$ cat src/design/vtp_pkg.sv
// shared types and constants for the vertex transform and projection block
package vtp_pkg;

  // input transaction: one homogeneous vertex
  typedef struct packed {
    logic signed [31:0] vertex_x;
    logic signed [31:0] vertex_y;
    logic signed [31:0] vertex_z;
    logic signed [31:0] vertex_w;
  } in_data_t;

  // result transaction: screen position
  typedef struct packed {
    logic signed [31:0] screen_x;
    logic signed [31:0] screen_y;
    logic               clip_w_zero;
  } out_data_t;

  // per-vertex flags carried alongside the divide
  typedef struct packed {
    logic w_zero;
    logic x_neg;
    logic y_neg;
  } vtp_flags_t;

  // configuration register indexes
  typedef enum logic [2:0] {
    CFG_ROW0      = 3'd0,
    CFG_ROW1      = 3'd1,
    CFG_ROW2      = 3'd2,
    CFG_ROW3      = 3'd3,
    CFG_VP_WIDTH  = 3'd4,
    CFG_VP_HEIGHT = 3'd5
  } cfg_idx_t;

  localparam logic signed [31:0] S32_MAX = 32'sh7FFF_FFFF;
  localparam logic signed [31:0] S32_MIN = 32'sh8000_0000;

endpackage

$ cat src/design/vtp_vp.sv
// merge stage: viewport scaling, halving, saturation and zero-w override
module vtp_vp
  import vtp_pkg::*;
#(
  parameter int CF = 16
) (
  input  logic               clk,
  input  logic               en,
  input  logic signed [31:0] ndc_x,
  input  logic signed [31:0] ndc_y,
  input  vtp_flags_t         flags,
  input  logic [13:0]        vp_width,
  input  logic [13:0]        vp_height,
  output out_data_t          result
);

  localparam logic signed [32:0] ONE = 33'(64'sd1 <<< CF);

  logic signed [47:0] px_r;
  logic signed [47:0] py_r;
  vtp_flags_t         fl_r;
  logic signed [47:0] hx;
  logic signed [47:0] hy;
  out_data_t          res_r;

  // offset and scale
  always_ff @(posedge clk) begin
    if (en) begin
      px_r <= (33'(ndc_x) + ONE) * $signed({1'b0, vp_width});
      py_r <= (ONE - 33'(ndc_y)) * $signed({1'b0, vp_height});
      fl_r <= flags;
    end
  end

  // halve toward zero
  assign hx = (px_r + (px_r[47] ? 48'sd1 : 48'sd0)) >>> 1;
  assign hy = (py_r + (py_r[47] ? 48'sd1 : 48'sd0)) >>> 1;

  // saturate, or force the zero-w answer
  always_ff @(posedge clk) begin
    if (en) begin
      res_r.clip_w_zero <= fl_r.w_zero;
      if (fl_r.w_zero) begin
        res_r.screen_x <= fl_r.x_neg ? S32_MIN : S32_MAX;
        res_r.screen_y <= fl_r.y_neg ? S32_MAX : S32_MIN;
      end else begin
        if (hx > 48'(S32_MAX)) begin
          res_r.screen_x <= S32_MAX;
        end else if (hx < 48'(S32_MIN)) begin
          res_r.screen_x <= S32_MIN;
        end else begin
          res_r.screen_x <= hx[31:0];
        end
        if (hy > 48'(S32_MAX)) begin
          res_r.screen_y <= S32_MAX;
        end else if (hy < 48'(S32_MIN)) begin
          res_r.screen_y <= S32_MIN;
        end else begin
          res_r.screen_y <= hy[31:0];
        end
      end
    end
  end

  assign result = res_r;

endmodule

$ cat config.mk
export PLATFORM = sky130hd
export DESIGN_NAME = vtp_vp
export DESIGN_NICKNAME = d
export VERILOG_FILES = /design/src/design/vtp_pkg.sv /design/src/design/vtp_vp.sv
export SDC_FILE = /design/constraint.sdc
export NUM_CORES = 2
export LEC_CHECK = 0
export ABC_CLOCK_PERIOD_IN_PS = 11600
export BUFFER_PORTS_ARGS = -buffer_cell sky130_fd_sc_hd__buf_2
export CAP_MARGIN = 25
export CORE_MARGIN = 2
export CORE_UTILIZATION = 39
export CTS_BUF_LIST = sky130_fd_sc_hd__clkbuf_16
export DETAILED_ROUTE_END_ITERATION = 8
export HOLD_SLACK_MARGIN = 0.02
export PLACE_DENSITY = 0.56
export RECOVER_POWER = 100
export SLEW_MARGIN = 20
export SYNTH_ARGS = -nofsm -noshare
export SYNTH_HDL_FRONTEND = slang
export SYNTH_SLANG_ARGS = --single-unit
export TNS_END_PERCENT = 50
$ cat constraint.sdc
create_clock -name clk -period 11.6 [get_ports clk]
set_input_delay 1.74 -clock clk [delete_from_list [all_inputs] [get_ports clk]]
set_output_delay 1.74 -clock clk [all_outputs]
set_load 0.02 [all_outputs]
; ---- Word level (Yosys, flattened, before mapping)
; Cells that the tools add are included.
[op_classes]
add_sub_neg = 4
multipliers = 2
magnitude_cmp = 4
n_mux = 9
[op_table]
columns = op, n
row1 = $mux W32, 6
row2 = $add A48 B2 Y48, 2
row3 = $mul A33 B15 Y48, 2
row4 = $gt A47 B32 Y1 const B, 2
row5 = $lt A47 B32 Y1 const B, 2
row6 = $mux W64, 1
row7 = $add A32 B18 Y33 const B, 1
row8 = $sub A18 B32 Y33 const A, 1
row9 = $mux W1, 2
[word_totals]
regBits = 164
in_bits = 97
output_inout_bits = 65
wordCells = 27

; ---- Depth between registers and ports, before layout
[logic_depth]
ltp_word = 6
mapped_depth = 33
ltp_nobuf = 31

; ---- Least setup slack after synthesis
; Ideal clock, no wire load.
[synth_timing]
path_type = input-to-reg
from = input port ndc_y[11]
to = register py_r[47] (data pin)
t_arrival_ns = 9.514
required_ns = 11.339
setup_slack_ns = 1.824
path_stages = 31
path_cell_list = or4_1 or3_1 nor3_2 nand2_1 a2111oi_4 nand2b_1 nor2_1 xnor2_1 clkbuf_1 and2_1 fa_1 inv_1 fa_1 inv_1 fa_1 fa_1 fa_1 inv_1 fa_1 inv_1 ha_1 clkbuf_1 nand2_1 o31ai_1 a211oi_1 a211oi_1 a21boi_0 o211ai_1 o21ai_0 o21ai_0 xnor2_1
[synth_between]
elab_chain_len = 2
[synth_rtl]
columns = element, line
row1 = from (decl), vtp_vp.sv:10  ; input logic signed [31:0] ndc_y,
row2 = $sub A18 B32 Y33, vtp_vp.sv:30  ; py_r <= (ONE - 33'(ndc_y)) * $signed({1'b0, vp_height});
row3 = $mul A33 B15 Y48, vtp_vp.sv:30
row4 = to (signal assigned), vtp_vp.sv:30
row5 = to (decl), vtp_vp.sv:20  ; logic signed [47:0] py_r;
; Every way passes these cells.
; A chain may end at the register's enable or synchronous reset.

; ---- Worst setup path after layout
[layout_timing]
from = input port ndc_y[2]
to = register py_r[47] (data pin)
; Same word-level chain as after synthesis.

==> implementation parameters <==
Parameter                              Value

Outcome
  Status    finished, violations left
  Violated checks    max-capacitance violations, max-slew violations

Synthesis
  Number of enable flip-flop cells after synthesis    164
  Fraction of the yosys area taken by sequential cells    12.5%
  Dominant synthesized flop cell    edfxtp_1
  Warnings from Yosys    0
  Number of synthesized register bits    164
  Synth Net Count    roughly 5300
  Share of synthesized registers carrying an async set or reset    0%
  Post-synthesis cell count    4150
  Post-synthesis instance area    between 30000 and 40000 um^2
  Distinct cell type count of the synthesized netlist    59
  Mean post-synth cell area    between 9 and 10 um^2

STA
  Hold violation count in the final report    0
  Number of setup violations in the final report    0
  Unrepaired setup endpoints after global routing    false
  Achievable frequency    around 0.094 GHz
  Slew Limit Fails    between 200 and 300
  Worst slew margin relative to its limit    -292%
  Slew of the pin with the lowest slew margin    approximately 5.9 ns
  Period utilisation layout    a little over 90%
  Period minus WS final    10.68 ns
  Clock skew    0.0162 ns
  Final sum of negative setup slack    0 ns

Cells and area
  Most used cells in the layout excluding fill and tap cells    fa_1, inv_1, nand2_1
  Number of antenna cells inserted    0
  Area used by multi-input combinational logic    approximately 31000 um^2
  Share of final-layout standard cells stronger than drive strength 1    4.51%
  Number of nets in the finished design    5360
  Area overhead of the layout relative to synthesis    6.84%
  Commonest non-fill, non-tap cell in the layout    fa_1
  Layout filler cell count    9990
  Area taken by flip-flops and latches    around 4900 um^2

Clocking
  Deepest level of the CTS H-tree    4
  Post-CTS Hold Fix Bufs    0
  Clock network latency to the later pin of the worst-skew pair    0.44 ns
  TritonCTS Buffers    17
  Total setup buffers inserted after CTS    0
  Sink count of the clock tree    ~160
  Root buffer cell    clkbuf_16
  Clock tree from TritonCTS    built
  Clock slew at reported path FFs    0.07 ns
  Count of cells resized by post-cts repair    0
  Maximum buffer depth of the clock tree    2

Routing
  Number of iterations in the first detailed-routing pass    5
  Wire length per cell after detailed routing    between 15 and 20 um
  Vias    around 28000
  Count of nets left with antenna violations after detail routing    0
  Violation count after the first detailed-routing iteration    around 1700
  Total detailed-routing wirelength    between 90 and 100 mm
  Total DRC errors in the routed layout    0
  Vias/cell    around 5.0

Worst setup path
  Cell seen most often among critical-path stages    fa_1
  Critical Path AT    ~11 ns
  Critical path fanouts, max    10
  Largest incremental delay on the critical path    around 0.67 ns
  Critical path class    input port to flop
  Critical path capture point type    flop
  Element type at the critical path start    input port
  Max stage delay cell, worst path    a211oi_1
  Data required, critical path    between 10 and 15 ns

Die
  Width of the die    322 um
  Number of placed I/O pins    approximately 160
  Cell row count    116
  Starting Density    about two fifths
  Vertical extent of the die    about 320 um
  Core ar.    between 100000 and 150000 um^2
  Die Outline Area    roughly 100000 um^2

Global routing
  Global route total overflow    0
  Wire length of the first global-routing pass    approximately 160 mm
  Overall global routing resource usage    about a fifth
  Pin count of the biggest net entering global routing    106
  Vias in the first global route    29700
  Antenna violations before repair    1

Placed design
  Post-detail-place hpwl    between 70 and 80 mm
  GP Congestion    0.840
  Number of input and output port buffers inserted    161

Worst hold path
  Kind of path behind the tightest hold check    flop to flop

Flow run
  Maxcap violations    6
-- layer usage --
layer	vias up	wire, um	global-route usage [%]
met5	-	0	0
met4	0	1450	3.25
met3	90	4110	1.79
met2	562	49100	34.4
met1	14400	43400	26.9
li1	12700	-	-
-- stage by stage --
step | instances | setup WS [ns] | area [um^2] | utilization (%) | hold WS, ns
6_report | 5508 | 0.922 | 42100 | 42.0 | 0.586
5_1_grt | 5508 | 0.239 | 42100 | 42.0 | 0.630
4_1_cts | 5507 | 1.14 | 42200 | 42.1 | 0.588
3_5_place_dp | 5475 | 0.691 | 41600 | 41.5 | 0.585
3_3_place_gp | 5474 | 0.722 | 41600 | 41.5 | 0.564
2_1_floorplan | 4150 | 1.82 | 39400 | - | 0.520
-- synthesized netlist by cell type, drive strengths merged, types with 4 or more instances --
cell type | count | area share [%]
clkbuf | 172 | 1.6
a41oi | 5 | 0.11
o41ai | 6 | 0.15
nor4 | 9 | 0.20
or3 | 9 | 0.14
o21bai | 15 | 0.29
o211ai | 10 | 0.19
xor2 | 89 | 2.0
nor2b | 17 | 0.27
nor2 | 89 | 0.85
nand3 | 55 | 0.70
nand2b | 23 | 0.37
nor3b | 4 | 0.089
nor3 | 33 | 0.43
ha | 222 | 7.1
a21o | 56 | 1.1
nand4 | 31 | 0.49
a21boi | 4 | 0.076
inv | 815 | 7.8
xnor2 | 120 | 2.7
o21a | 9 | 0.17
a21oi | 81 | 1.0
a211oi | 15 | 0.29
a211o | 5 | 0.11
and3 | 26 | 0.41
and4 | 10 | 0.22
o21ai | 117 | 1.5
a221oi | 5 | 0.11
a22oi | 6 | 0.11
nand2 | 529 | 5.0
fa | 844 | 43
edfxtp | 164 | 13
o31ai | 7 | 0.13
a31o | 5 | 0.11
and2 | 494 | 7.8
a31oi | 12 | 0.19
or4 | 4 | 0.076
buf | 7 | 0.089
-- flip-flops by register name (all words and copies together), names as in the netlist --
| register | count |
|---|---|
| result | 65 |
| fl_r | 3 |
| py_r | 48 |
| px_r | 48 |
-- final timing paths --
check	slack [ns]	to	from	depth (start not counted)
min reg2reg	0.59	result[32]	fl_r[0]	1
min	0.59	result[32]	fl_r[0]	1
max reg2reg	6.62	result[50]	px_r[47]	12
max	0.92	py_r[47]	ndc_y[2]	31
-- cell families (layout without fill, tap and decap cells) --
| kind of cell | Yosys count | count (layout) | share of synthesized area, % |
|---|---|---|---|
| simple gates | 1344 | 1344 | 17.4 |
| flops | 164 | 164 | 12.5 |
| xor+xnor | 209 | 209 | 4.65 |
| compound gates | 370 | 370 | 5.95 |
| buf+inv | 994 | 1054 | 9.50 |
| fa+ha+maj | 1066 | 1066 | 50.0 |
| mux | 3 | 3 | 0.0763 |
-- cell type report --
cell class,instances,share of cell area (%)
clock buffer,17,1.01
clock inverter,15,0.461
inverter,815,7.27
multi-input combinational,2992,73.2
sequential,164,11.7
tap,1298,3.86
timing repair buffer,207,2.51
-- critical path: cells and delay by family --
| family | cells | cell delay [ns] |
|---|---|---|
| adders and majority gates | 7 | 3.25 |
| AOI/OAI and AO/OA | 8 | 2.59 |
| and+or+nand+nor | 8 | 2.24 |
| buffers and inverters | 6 | 0.69 |
| xor gates and xnor gates | 2 | 0.35 |
Power is left out: the tool's default activity adds up to more than one toggle a clock period on the data nets, which glitch-free logic cannot reach.
